`config.mk`:
```
export PLATFORM = sky130hd
export DESIGN_NAME = rgb_to_hsv_converter_flat
export DESIGN_NICKNAME = d
export VERILOG_FILES = /design/src/hdl/rhc_pkg.sv /design/src/hdl/rhc_if.sv /design/src/hdl/rgb_to_hsv_converter.sv /design/src/hdl/rhc_front.sv /design/src/hdl/rhc_queue.sv /design/src/hdl/rhc_back.sv /design/src/flat_wrapper.sv
export SDC_FILE = /design/constraint.sdc
export NUM_CORES = 2
export LEC_CHECK = 0
export BUFFER_PORTS_ARGS = -buffer_cell sky130_fd_sc_hd__clkbuf_2
export CAP_MARGIN = 40
export CORE_MARGIN = 4
export CORE_UTILIZATION = 55
export DETAILED_ROUTE_END_ITERATION = 10
export PLACE_DENSITY = 0.74
export SETUP_SLACK_MARGIN = 0.5
export SLEW_MARGIN = 10
export SYNTH_ARGS = -nofsm -noshare
export SYNTH_HDL_FRONTEND = slang
export SYNTH_SLANG_ARGS = --single-unit
```
`constraint.sdc`:
```
create_clock -name clk -period 54.8 [get_ports clk]
set_clock_uncertainty 0.15 [all_clocks]
set_input_delay 10.96 -clock clk [delete_from_list [all_inputs] [get_ports clk]]
set_output_delay 10.96 -clock clk [all_outputs]
set_load 0.01 [all_outputs]
```
`src/hdl/rhc_pkg.sv`:
```
// Types and constants shared by the RGB to HSV converter modules.
// No dependencies.
`default_nettype none

package rhc_pkg;

  typedef logic [1:0] sector_t;

  localparam sector_t SECT_RED   = 2'd0;
  localparam sector_t SECT_GREEN = 2'd1;
  localparam sector_t SECT_BLUE  = 2'd2;

  typedef struct packed {
    sector_t sector;
    logic    diff_neg;
    logic    undef;
  } class_t;

  localparam int CLASS_W     = $bits(class_t);
  localparam int HUE_W       = 13;
  localparam int QUEUE_AW    = 2;
  localparam int QUEUE_DEPTH = 1 << QUEUE_AW;

endpackage

`default_nettype wire

```
`src/hdl/rhc_if.sv`:
```
// Valid/ready channel interfaces for the pixel input and the HSV result.
// Depends on rhc_pkg.
`default_nettype none

interface rhc_pixel_if #(parameter int CHANNEL_BITS = 8);
  logic                    valid;
  logic                    ready;
  logic [CHANNEL_BITS-1:0] red;
  logic [CHANNEL_BITS-1:0] green;
  logic [CHANNEL_BITS-1:0] blue;

  modport source (output valid, red, green, blue, input ready);
  modport sink (input valid, red, green, blue, output ready);
endinterface

interface rhc_hsv_if #(parameter int CHANNEL_BITS = 8);
  logic                      valid;
  logic                      ready;
  logic [rhc_pkg::HUE_W-1:0] hue;
  logic [CHANNEL_BITS-1:0]   saturation;
  logic [CHANNEL_BITS-1:0]   brightness;
  logic                      hue_undefined;

  modport source (output valid, hue, saturation, brightness, hue_undefined, input ready);
  modport sink (input valid, hue, saturation, brightness, hue_undefined, output ready);
endinterface

`default_nettype wire

```
`src/hdl/rgb_to_hsv_converter.sv`:
```
// RGB to HSV converter, top level; uses rhc_pkg, the channel interfaces, rhc_front,
// rhc_queue and rhc_back. It takes one pixel per clock unless back pressure stalls
// it, and returns one result per pixel in order. Value is the largest channel,
// saturation is chroma times the channel maximum over value, and hue is in units
// of 1/2^HUE_FRAC_BITS degree. The pipeline depth is set by the dividers, which
// resolve one quotient bit per pipeline stage. A four-entry queue separates the
// classifying front end from the dividers, and the output register holds a result
// under back pressure while input goes on until the queue and front end fill.
`default_nettype none

module rgb_to_hsv_converter #(
  parameter int CHANNEL_BITS  = 8,
  parameter int HUE_FRAC_BITS = 4
) (
  input  logic      clk,
  input  logic      rst_n,
  rhc_pixel_if.sink in_ch,
  rhc_hsv_if.source out_ch
);
  import rhc_pkg::*;

  localparam int C  = CHANNEL_BITS;
  localparam int QW = 3 * C + CLASS_W;

  logic          push_valid, push_ready;
  logic [C-1:0]  f_mx, f_delta, f_dmag;
  class_t        f_cls;
  logic [QW-1:0] wr_data, rd_data;
  logic          q_valid, q_ready;

  rhc_front #(
    .CHANNEL_BITS(CHANNEL_BITS)
  ) u_front (
    .clk       (clk),
    .rst_n     (rst_n),
    .in_valid  (in_ch.valid),
    .in_ready  (in_ch.ready),
    .in_red    (in_ch.red),
    .in_green  (in_ch.green),
    .in_blue   (in_ch.blue),
    .push_valid(push_valid),
    .push_ready(push_ready),
    .push_mx   (f_mx),
    .push_delta(f_delta),
    .push_dmag (f_dmag),
    .push_cls  (f_cls)
  );

  assign wr_data = {f_mx, f_delta, f_dmag, f_cls};

  rhc_queue #(
    .DATA_W(QW)
  ) u_queue (
    .clk     (clk),
    .rst_n   (rst_n),
    .wr_valid(push_valid),
    .wr_ready(push_ready),
    .wr_data (wr_data),
    .rd_valid(q_valid),
    .rd_ready(q_ready),
    .rd_data (rd_data)
  );

  rhc_back #(
    .CHANNEL_BITS (CHANNEL_BITS),
    .HUE_FRAC_BITS(HUE_FRAC_BITS)
  ) u_back (
    .clk              (clk),
    .rst_n            (rst_n),
    .q_valid          (q_valid),
    .q_ready          (q_ready),
    .q_mx             (rd_data[QW-1 -: C]),
    .q_delta          (rd_data[QW-C-1 -: C]),
    .q_dmag           (rd_data[QW-2*C-1 -: C]),
    .q_cls            (class_t'(rd_data[CLASS_W-1:0])),
    .out_valid        (out_ch.valid),
    .out_ready        (out_ch.ready),
    .out_hue          (out_ch.hue),
    .out_saturation   (out_ch.saturation),
    .out_brightness   (out_ch.brightness),
    .out_hue_undefined(out_ch.hue_undefined)
  );

endmodule

`default_nettype wire

```
`src/hdl/rhc_front.sv`:
```
// Front end: accepts pixels, finds max, min and chroma, and classifies the hue sector.
// Depends on rhc_pkg.
`default_nettype none

module rhc_front #(
  parameter int CHANNEL_BITS = 8
) (
  input  logic                    clk,
  input  logic                    rst_n,
  input  logic                    in_valid,
  output logic                    in_ready,
  input  logic [CHANNEL_BITS-1:0] in_red,
  input  logic [CHANNEL_BITS-1:0] in_green,
  input  logic [CHANNEL_BITS-1:0] in_blue,
  output logic                    push_valid,
  input  logic                    push_ready,
  output logic [CHANNEL_BITS-1:0] push_mx,
  output logic [CHANNEL_BITS-1:0] push_delta,
  output logic [CHANNEL_BITS-1:0] push_dmag,
  output rhc_pkg::class_t         push_cls
);
  import rhc_pkg::*;

  logic                    f_v_r;
  logic [CHANNEL_BITS-1:0] mx_r, del_r, dmag_r;
  class_t                  cls_r;

  logic [CHANNEL_BITS-1:0] mx_rg, mx, mn_rg, mn;
  logic [CHANNEL_BITS-1:0] op_a, op_b, dmag;
  class_t                  cls;

  always_comb begin
    mx_rg = (in_red > in_green) ? in_red : in_green;
    mx    = (mx_rg > in_blue) ? mx_rg : in_blue;
    mn_rg = (in_red < in_green) ? in_red : in_green;
    mn    = (mn_rg < in_blue) ? mn_rg : in_blue;

    priority if (in_red >= mx) begin
      cls.sector = SECT_RED;
      op_a       = in_green;
      op_b       = in_blue;
    end else if (in_green >= mx) begin
      cls.sector = SECT_GREEN;
      op_a       = in_blue;
      op_b       = in_red;
    end else begin
      cls.sector = SECT_BLUE;
      op_a       = in_red;
      op_b       = in_green;
    end

    if (op_a >= op_b) begin
      dmag         = op_a - op_b;
      cls.diff_neg = 1'b0;
    end else begin
      dmag         = op_b - op_a;
      cls.diff_neg = 1'b1;
    end
    cls.undef = (mx == mn);
  end

  assign in_ready = !f_v_r || push_ready;

  always_ff @(posedge clk) begin
    if (!rst_n) begin
      f_v_r <= 1'b0;
    end else if (in_ready) begin
      f_v_r <= in_valid;
    end
  end

  always_ff @(posedge clk) begin
    if (in_valid && in_ready) begin
      mx_r   <= mx;
      del_r  <= mx - mn;
      dmag_r <= dmag;
      cls_r  <= cls;
    end
  end

  assign push_valid = f_v_r;
  assign push_mx    = mx_r;
  assign push_delta = del_r;
  assign push_dmag  = dmag_r;
  assign push_cls   = cls_r;

endmodule

`default_nettype wire

```
`src/hdl/rhc_queue.sv`:
```
// Short first-in first-out queue between the front end and the divider back end.
// Depends on rhc_pkg.
`default_nettype none

module rhc_queue #(
  parameter int DATA_W = 28
) (
  input  logic              clk,
  input  logic              rst_n,
  input  logic              wr_valid,
  output logic              wr_ready,
  input  logic [DATA_W-1:0] wr_data,
  output logic              rd_valid,
  input  logic              rd_ready,
  output logic [DATA_W-1:0] rd_data
);
  import rhc_pkg::*;

  logic [DATA_W-1:0]   mem_r [QUEUE_DEPTH];
  logic [QUEUE_AW-1:0] wp_r, rp_r;
  logic [QUEUE_AW:0]   cnt_r;
  logic                push, pop;

  assign wr_ready = (cnt_r != (QUEUE_AW + 1)'(QUEUE_DEPTH));
  assign rd_valid = (cnt_r != '0);
  assign push     = wr_valid && wr_ready;
  assign pop      = rd_valid && rd_ready;
  assign rd_data  = mem_r[rp_r];

  always_ff @(posedge clk) begin
    if (!rst_n) begin
      wp_r  <= '0;
      rp_r  <= '0;
      cnt_r <= '0;
    end else begin
      if (push) begin
        wp_r <= wp_r + 1'b1;
      end
      if (pop) begin
        rp_r <= rp_r + 1'b1;
      end
      if (push && !pop) begin
        cnt_r <= cnt_r + 1'b1;
      end else if (pop && !push) begin
        cnt_r <= cnt_r - 1'b1;
      end
    end
  end

  always_ff @(posedge clk) begin
    if (push) begin
      mem_r[wp_r] <= wr_data;
    end
  end

endmodule

`default_nettype wire

```
`src/hdl/rhc_back.sv`:
```
// Back end: pipelined restoring dividers for saturation and hue, hue assembly and
// the output register. Depends on rhc_pkg.
`default_nettype none

module rhc_back #(
  parameter int CHANNEL_BITS  = 8,
  parameter int HUE_FRAC_BITS = 4
) (
  input  logic                      clk,
  input  logic                      rst_n,
  input  logic                      q_valid,
  output logic                      q_ready,
  input  logic [CHANNEL_BITS-1:0]   q_mx,
  input  logic [CHANNEL_BITS-1:0]   q_delta,
  input  logic [CHANNEL_BITS-1:0]   q_dmag,
  input  rhc_pkg::class_t           q_cls,
  output logic                      out_valid,
  input  logic                      out_ready,
  output logic [rhc_pkg::HUE_W-1:0] out_hue,
  output logic [CHANNEL_BITS-1:0]   out_saturation,
  output logic [CHANNEL_BITS-1:0]   out_brightness,
  output logic                      out_hue_undefined
);
  import rhc_pkg::*;

  localparam int C          = CHANNEL_BITS;
  localparam int HUE_SECTOR = 60 << HUE_FRAC_BITS;
  localparam int HUE_FULL   = 360 << HUE_FRAC_BITS;
  localparam int HQ         = $clog2(HUE_SECTOR + 1);
  localparam int NSTG       = (C > HQ) ? C : HQ;
  localparam int RW         = C + NSTG;
  localparam int HW         = $clog2(HUE_FULL);

  logic            v_r    [0:NSTG];
  logic [C-1:0]    mx_r   [0:NSTG];
  logic [C-1:0]    del_r  [0:NSTG];
  class_t          cls_r  [0:NSTG];
  logic [RW-1:0]   srem_r [0:NSTG];
  logic [RW-1:0]   hrem_r [0:NSTG];
  logic [NSTG-1:0] sq_r   [0:NSTG];
  logic [NSTG-1:0] hq_r   [0:NSTG];

  logic               out_v_r;
  logic [HUE_W-1:0]   hue_r;
  logic [C-1:0]       sat_r, bri_r;
  logic               und_r;
  logic               adv;

  assign adv     = !out_v_r || out_ready;
  assign q_ready = adv;

  always_ff @(posedge clk) begin
    if (!rst_n) begin
      v_r[0] <= 1'b0;
    end else if (adv) begin
      v_r[0] <= q_valid;
    end
  end

  always_ff @(posedge clk) begin
    if (adv) begin
      mx_r[0]   <= q_mx;
      del_r[0]  <= q_delta;
      cls_r[0]  <= q_cls;
      srem_r[0] <= (RW'(q_delta) << C) - RW'(q_delta);
      hrem_r[0] <= (RW'(q_dmag) << (HUE_FRAC_BITS + 6)) - (RW'(q_dmag) << (HUE_FRAC_BITS + 2));
      sq_r[0]   <= '0;
      hq_r[0]   <= '0;
    end
  end

  for (genvar gi = 1; gi <= NSTG; gi++) begin : g_div
    localparam int K = NSTG - gi;
    logic [RW-1:0] sdiv, hdiv;
    logic          sbit, hbit;

    assign sdiv = RW'(mx_r[gi-1]) << K;
    assign hdiv = RW'(del_r[gi-1]) << K;
    assign sbit = (srem_r[gi-1] >= sdiv);
    assign hbit = (hrem_r[gi-1] >= hdiv);

    always_ff @(posedge clk) begin
      if (!rst_n) begin
        v_r[gi] <= 1'b0;
      end else if (adv) begin
        v_r[gi] <= v_r[gi-1];
      end
    end

    always_ff @(posedge clk) begin
      if (adv) begin
        mx_r[gi]   <= mx_r[gi-1];
        del_r[gi]  <= del_r[gi-1];
        cls_r[gi]  <= cls_r[gi-1];
        srem_r[gi] <= sbit ? (srem_r[gi-1] - sdiv) : srem_r[gi-1];
        hrem_r[gi] <= hbit ? (hrem_r[gi-1] - hdiv) : hrem_r[gi-1];
        sq_r[gi]   <= {sq_r[gi-1][NSTG-2:0], sbit};
        hq_r[gi]   <= {hq_r[gi-1][NSTG-2:0], hbit};
      end
    end
  end

  logic [HQ-1:0]       hq;
  logic [HW-1:0]       base, hue_calc;
  logic [HW+HUE_W-1:0] hue_ext;
  class_t              cls_l;

  always_comb begin
    cls_l = cls_r[NSTG];
    hq    = hq_r[NSTG][HQ-1:0];
    unique case (cls_l.sector)
      SECT_RED:   base = '0;
      SECT_GREEN: base = HW'(2 * HUE_SECTOR);
      SECT_BLUE:  base = HW'(4 * HUE_SECTOR);
      default:    base = '0;
    endcase

    if (cls_l.undef) begin
      hue_calc = '0;
    end else if (!cls_l.diff_neg) begin
      hue_calc = base + HW'(hq);
    end else if (hq == '0) begin
      hue_calc = base;
    end else if (cls_l.sector == SECT_RED) begin
      hue_calc = HW'(HUE_FULL) - HW'(hq);
    end else begin
      hue_calc = base - HW'(hq);
    end
    hue_ext = {{HUE_W{1'b0}}, hue_calc};
  end

  always_ff @(posedge clk) begin
    if (!rst_n) begin
      out_v_r <= 1'b0;
    end else if (adv) begin
      out_v_r <= v_r[NSTG];
    end
  end

  always_ff @(posedge clk) begin
    if (adv) begin
      hue_r <= hue_ext[HUE_W-1:0];
      sat_r <= cls_l.undef ? '0 : sq_r[NSTG][C-1:0];
      bri_r <= mx_r[NSTG];
      und_r <= cls_l.undef;
    end
  end

  assign out_valid         = out_v_r;
  assign out_hue           = hue_r;
  assign out_saturation    = sat_r;
  assign out_brightness    = bri_r;
  assign out_hue_undefined = und_r;

endmodule

`default_nettype wire

```
`src/flat_wrapper.sv`:
```
// flat-port wrapper written by rule: the top's interface ports become plain ports
module rgb_to_hsv_converter_flat import rhc_pkg::*;
#(
  parameter int CHANNEL_BITS  = 8,
  parameter int HUE_FRAC_BITS = 4
)
  (clk, rst_n, in_ch_valid, in_ch_red, in_ch_green, in_ch_blue, in_ch_ready, out_ch_valid, out_ch_hue, out_ch_saturation, out_ch_brightness, out_ch_hue_undefined, out_ch_ready);
  rhc_pixel_if #(.CHANNEL_BITS(CHANNEL_BITS)) in_ch_i ();
  rhc_hsv_if #(.CHANNEL_BITS(CHANNEL_BITS)) out_ch_i ();
  input  logic clk;
  input  logic rst_n;
  input wire logic [$bits(in_ch_i.valid)-1:0] in_ch_valid;
  input wire logic [$bits(in_ch_i.red)-1:0] in_ch_red;
  input wire logic [$bits(in_ch_i.green)-1:0] in_ch_green;
  input wire logic [$bits(in_ch_i.blue)-1:0] in_ch_blue;
  output wire logic [$bits(in_ch_i.ready)-1:0] in_ch_ready;
  output wire logic [$bits(out_ch_i.valid)-1:0] out_ch_valid;
  output wire logic [$bits(out_ch_i.hue)-1:0] out_ch_hue;
  output wire logic [$bits(out_ch_i.saturation)-1:0] out_ch_saturation;
  output wire logic [$bits(out_ch_i.brightness)-1:0] out_ch_brightness;
  output wire logic [$bits(out_ch_i.hue_undefined)-1:0] out_ch_hue_undefined;
  input wire logic [$bits(out_ch_i.ready)-1:0] out_ch_ready;
  assign in_ch_i.valid = in_ch_valid;
  assign in_ch_i.red = in_ch_red;
  assign in_ch_i.green = in_ch_green;
  assign in_ch_i.blue = in_ch_blue;
  assign in_ch_ready = in_ch_i.ready;
  assign out_ch_valid = out_ch_i.valid;
  assign out_ch_hue = out_ch_i.hue;
  assign out_ch_saturation = out_ch_i.saturation;
  assign out_ch_brightness = out_ch_i.brightness;
  assign out_ch_hue_undefined = out_ch_i.hue_undefined;
  assign out_ch_i.ready = out_ch_ready;
  rgb_to_hsv_converter #(.CHANNEL_BITS(CHANNEL_BITS), .HUE_FRAC_BITS(HUE_FRAC_BITS)) u_core (.clk(clk), .rst_n(rst_n), .in_ch(in_ch_i), .out_ch(out_ch_i));
endmodule
```
-- Word level (Yosys, flattened, before mapping)
Memory sizes are Yosys's and may differ from the RTL's. A register that Yosys moved wholly into a read port is not among the register bits.
Index checks and enable logic that the tools add are counted.
- word-level logic and storage cells: 168
- memories: 9
- memory bits (writable): 959
- input bits: 28
- output and inout port bits: 32
- flip-flop bits (word level): 50
- add/subtract/negate cells: 32
- muxes and demuxes: 57
- reduce and logical (&&, ||, !) cells: 16
- $lt $le $gt $ge: 27
- bitwise gates (word level): 11
- equal/unequal tests: 4
- memory list (memory ; words ; bits a word ; read ports ; clocked after memory_dff ; wr ports ; line ; text):
    u_core.u_back.hrem_r ; 11 ; 18 ; 10 ; 0 ; 11 ; rhc_back.sv:39 ; logic [RW-1:0] hrem_r [0:NSTG];
    u_core.u_back.srem_r ; 11 ; 18 ; 10 ; 0 ; 11 ; rhc_back.sv:38 ; logic [RW-1:0] srem_r [0:NSTG];
    u_core.u_queue.mem_r ; 4 ; 28 ; 1 ; 1 ; 1 ; rhc_queue.sv:19 ; logic [DATA_W-1:0] mem_r [QUEUE_DEPTH];
    u_core.u_back.hq_r ; 11 ; 10 ; 11 ; 0 ; 11 ; rhc_back.sv:41 ; logic [NSTG-1:0] hq_r [0:NSTG];
    u_core.u_back.sq_r ; 11 ; 10 ; 11 ; 1 ; 11 ; rhc_back.sv:40 ; logic [NSTG-1:0] sq_r [0:NSTG];
    u_core.u_back.del_r ; 11 ; 8 ; 10 ; 0 ; 11 ; rhc_back.sv:36 ; logic [C-1:0] del_r [0:NSTG];
    +3 memories ; - ; - ; - ; - ; - ; - ;
- operator list (kind ; number):
    $mux W18 ; 20
    $mux W8 ; 9
    $sub A18 B14 Y18 ; 3
    $mux W13 ; 3
    $ge A18 B10 Y1 ; 2
    $ge A18 B11 Y1 ; 2
    $ge A18 B12 Y1 ; 2
    $ge A18 B13 Y1 ; 2
    $ge A18 B14 Y1 ; 2
    $ge A18 B15 Y1 ; 2
    $ge A18 B16 Y1 ; 2
    $ge A18 B17 Y1 ; 2
    $ge A18 B8 Y1 ; 2
    $ge A18 B9 Y1 ; 2
    $sub A18 B10 Y18 ; 2
    $sub A18 B11 Y18 ; 2
    $sub A18 B12 Y18 ; 2
    $sub A18 B13 Y18 ; 2
    $sub A18 B15 Y18 ; 2
    $sub A18 B16 Y18 ; 2
    $sub A18 B17 Y18 ; 2
    $sub A18 B8 Y18 ; 2
    $sub A18 B9 Y18 ; 2
    $ge A8 B8 Y1 ; 3
    26 further kinds ; 71

-- Longest topological paths before layout
- depth after elaboration: 9
- gate-level depth with buffers: 41
- mapped depth without buffers: 37

-- By module
From an unflattened synthesis, not the netlist that was laid out.
- cell total of the unflattened synthesis: 3053
- area, all modules: 39989.6 um2
- by module, submodules not included (module ; instances ; sequential area each (um2) ; cells an instance ; area an instance (um2)):
    rhc_back ; 1 ; 19468.7 ; 2449 ; 31564.0
    rhc_queue ; 1 ; 3543.4 ; 194 ; 4585.6
    rhc_front ; 1 ; 860.8 ; 410 ; 3839.9

-- Worst setup path after synthesis
No wires, ideal clock.
- kind: input to register
- start point: input out_ch_ready
- end point: memory u_core.u_back.v_r[10], data pin
- required time: 54.386 ns
- library setup time: 0.264 ns
- stages: 4
- buffers on the path: 1
- setup slack: 24.585 ns
- arrival time: 29.801 ns
- cell sequence: nor2b_1 inv_1 clkbuf_1 and3_1
- RTL lines (item ; line ; text):
    start: declaration ; flat_wrapper.sv:22 ; input wire logic [$bits(out_ch_i.ready)-1:0] out_ch_ready;
    end: declaration ; rhc_back.sv:34 ; logic v_r [0:NSTG];

-- Worst setup path after layout
- start point: input in_ch_green[6]
- end point: register u_core.u_front.dmag_r[7] (netlist: u_core.u_front.push_dmag[7]), data pin
- cells in the longest elaborated chain, start to end: 9
- elaborated cells between the ends (all ways): 14
- those cells by class: 2 x add/sub; 5 x order compare; 7 x mux
- RTL lines (item ; line ; text):
    start: declaration ; flat_wrapper.sv:14 ; input wire logic [$bits(in_ch_i.green)-1:0] in_ch_green;
    $gt A8 B8 Y1 ; rhc_front.sv:33 ; mx_rg = (in_red > in_green) ? in_red : in_green;
    $mux W8 (*) ; rhc_front.sv:33 ;
    $gt A8 B8 Y1 ; rhc_front.sv:34 ; mx = (mx_rg > in_blue) ? mx_rg : in_blue;
    $mux W8 (*) ; rhc_front.sv:34 ;
    via u_core.u_front.mx[7] ; rhc_front.sv:28 ; logic [CHANNEL_BITS-1:0] mx_rg, mx, mn_rg, mn;
    $ge A8 B8 Y1 ; rhc_front.sv:42 ; end else if (in_green >= mx) begin
    $mux W8 ; rhc_front.sv:42 ;
    $mux W8 ; rhc_front.sv:38 ; priority if (in_red >= mx) begin
    $sub A8 B8 Y8 (tied with other cells) ; rhc_front.sv:56 ; dmag = op_b - op_a;
    $mux W8 (*) ; rhc_front.sv:52 ; if (op_a >= op_b) begin
    via u_core.u_front.dmag[7] ; rhc_front.sv:29 ; logic [CHANNEL_BITS-1:0] op_a, op_b, dmag;
    end signal: assignment ; rhc_front.sv:76 ; dmag_r <= dmag;
    end: declaration ; rhc_front.sv:25 ; logic [CHANNEL_BITS-1:0] mx_r, del_r, dmag_r;
The timed path passes the listed nets; every way through them passes the cells marked *.
A chain may end at the register's enable or synchronous reset.

==> flow_summary.toml <==
[worst_setup_path]
crit_path_start = "in_ch_green[6]"
cp.arrival_ns = 20.22
cp_slowest_stage_delay_ns = 0.74
path_max_fanout = 18
crit_required_ns = 55.00
r2r-end = "u_core.u_back.hrem_r[1][9]"
cpMostUsedCell = "o21ai_0"
cp-end-kind = "flop"
cp-endpoint = "u_core.u_front.push_dmag[7]"
criticalPathCategory = "in -> reg"
worstRegToRegCells = 12
slowest_stage = "a2111oi_0"
rrSetupSlack_ns = 51.20
reg2reg_from = "u_core.u_back.del_r[0][1]"
startpoint_type = "input port"

[cells_and_area]
nNetsFinal = 3384
drive_gt1_frac = 0.08748
n_antenna_cell = 0
post-route-util = 0.6180
instances_no_fill = 4086
syn_to_final_growth_pct = 10.48

[clock_tree]
cts_resized = 0
cts_made_buffers = 80
postCtsSetupBuffers = 0
ctsHoldBuffers = 0
insertion_delay_ns = 0.61
clk_pin_slew_ns = 0.06
h-tree-depth = 3
root_buffer = "clkbuf_16"
clock_sinks = 799
clk_path_buf_depth = 3
cts_tree = "done"

[synthesis]
yosysSeqAreaShare = 0.6169
yosys_most_used_dff = "edfxtp_1"
syn-cell-area_sq_um = 38700
yosysTopAreaCell = "edfxtp_1"
yosysWarnings = 0
ys_seq_elements = 799
synth_top_area_frac = 0.6106
async_flop_share = 0
ys_top_cells_by_count = "787 x edfxtp_1, 296 x inv_1, 240 x ha_1, 194 x nand2_1, 188 x nor2_1"
synthCells = 2982
synthTopCellsByArea = "edfxtp_1 61%, ha_1 7.8%, inv_1 2.9%, xnor2_1 2.5%, o21ai_0 2.1%"
synth.distinct_cells = 71
synth.most_common_cell = "edfxtp_1"
synth_edf_count = 787
syn_area_per_cell_sq_um = 12.98
synth_nets = 3272

[grt]
grt_pass1_vias = 22830
grt_pass1_wl_mm = 109.0
antenna_found_initial = 0
grt_overflow = 0
groute.usage.overall = 0.1774
grt_max_degree = 181

[timing]
maxSlewHeadroom = 0.3861
tightestPinTransition_ns = 0.9208
timing.final.ws_setup_ns = 34.78
setup_tns_ns = 0
slew_violations = 0
setup_viol = 0
hold_violations = 0
rsz0062_at_grt = "false"
period_share = 0.3653
fin_crit_ns = 20.02
fmax_mhz = 49.95

[pwr]
power_leakage_uw = 0.01709
ir_worst_vdd_v = 0.00003233
power_density_nw_per_um2 = 67.46

[worst_hold_path]
hp-class = "reg -> reg"
hold_start = "u_core.u_back.cls_r[8][0]"

[die]
dieArea_sq_um = 74670
die_h_microns = 273.3
core.rowCount = 96
die_w_microns = 273.3
initial_utilization = 0.5594
io_pins = 60
coreArea_sq_um = 69190

[route]
viasPerCell = 5.465
drc_errors = 0
drtIter0Drc = 1305
routed-via-count = 22330
routedWlPerCell_microns = 16.19
ant_nets = 0
first_pass_iters = 6
routed_wl_mm = 66.13

[run_status]
status = "finished, final reports clean"

[placed_design]
gp_congestion = 0.8681
place_ws_ns = 34.14
dp.cells = 3943
port_buffers = 59
dp_hpwl_mm = 47.15

[job]
cap_violations = 0
-- registers in the layout, indices dropped and copies added (netlist names), named ones only --
register	cells
u_core.u_front.push_valid	1
u_core.u_front.push_cls	4
u_core.u_back.del_r	75
u_core.u_front.push_dmag	8
u_core.u_back.hrem_r	135
u_core.u_back.out_saturation	8
u_core.u_back.srem_r	174
u_core.u_back.out_brightness	8
u_core.u_back.sq_r	36
u_core.u_front.push_mx	8
u_core.u_queue.rp_r	2
u_core.u_back.out_valid	1
u_core.u_queue.cnt_r	3
u_core.u_back.out_hue_undefined	1
u_core.u_back.mx_r	88
u_core.u_front.push_delta	8
u_core.u_queue.wp_r	2
u_core.u_back.hq_r	55
u_core.u_back.out_hue	13
u_core.u_back.cls_r	44
u_core.u_back.v_r	11
u_core.u_queue.mem_r	112
-- worst min-delay path by stage --
stage	cells past startpoint	slack (ns)	to
2_1_floorplan	0	0.25	u_core.u_back.cls_r[10][0]
3_3_place_gp	0	0.25	u_core.u_back.hq_r[10][9]
3_5_place_dp	0	0.25	u_core.u_back.cls_r[2][0]
4_1_cts	0	0.27	u_core.u_back.cls_r[9][0]
5_1_grt	0	0.27	u_core.u_back.hq_r[2][1]
6_report	0	0.26	u_core.u_back.cls_r[9][0]
-- final cells by class --
cell class,count,area [sq um]
clock buffers,104,2198
clock inverters,39,280.3
fillers,5133,26430
inverters,296,1119
multi-input cells,1834,13530
flip-flops and latches,799,23880
well taps,931,1165
repair buffers,83,585.6
-- metrics by stage --
stage	hold slack, ns	area [sq um]	power (uW)
after global placement	0.2503	40100	2296
after floorplan	0.2503	38700	2081
final	0.2646	42750	2884
after CTS	0.2661	42750	2900
after global routing	0.2654	42750	3102
after detailed placement	0.2545	40280	2369
-- layer usage --
layer  GRT usage  vias to the layer above  wire length (microns)
li1            -                    11080                      -
met1      0.1950                    10760                  25820
met2      0.3451                      386                  36340
met3     0.02831                      114                   2256
met4     0.06099                        0                   1712
met5           0                        -                      0
-- worst max-delay path: cells and delay by family --
family	cells	cell delay, ns
xor+xnor	1	0.11
simple gates	10	2.30
buf+inv	5	0.86
compound gates	13	3.96
mux	2	0.59
fa+ha+maj	4	1.43
-- power breakdown --
group          internal (uW)  switching [uW]  total, uW  leakage (uW)
Sequential              1060             152       1220       0.00809
Clock                    301             216        517       0.00121
Combinational            533             619       1150       0.00778
-- cells in the final DEF (no fill, tap or decap), types with 15 or more instances in the layout --
master       n
edfxtp_1   787
inv_1      295
ha_1       240
nand2_1    194
nor2_1     188
o21ai_0    164
a21oi_1    133
xnor2_1    111
clkbuf_16   85
xor2_1      82
nor2b_1     63
a21o_1      62
nor3_1      60
clkbuf_2    59
nand2b_1    53
mux2i_1     38
a21boi_0    37
nor4_1      34
mux2_2      33
nand4_1     30
mux4_2      27
o31ai_1     27
nand3_1     26
or3_1       24
and2_1      22
fa_1        22
clkinv_1    20
clkbuf_1    19
o21a_1      18
buf_4       15
-- kinds of logic after synthesis --
kind of cell / count (synthesis) / synth area share
other: 1 / 0.00009690
buffers and inverters: 349 / 0.03437
AND/OR/NAND/NOR: 769 / 0.09942
multiplexers: 99 / 0.03553
flip-flops: 799 / 0.6169
AO/OA/AOI/OAI: 508 / 0.08053
XOR/XNOR: 193 / 0.04368
adder cells (fa/ha/maj): 264 / 0.08952
Note: power is estimated with default switching activity, not from simulation.
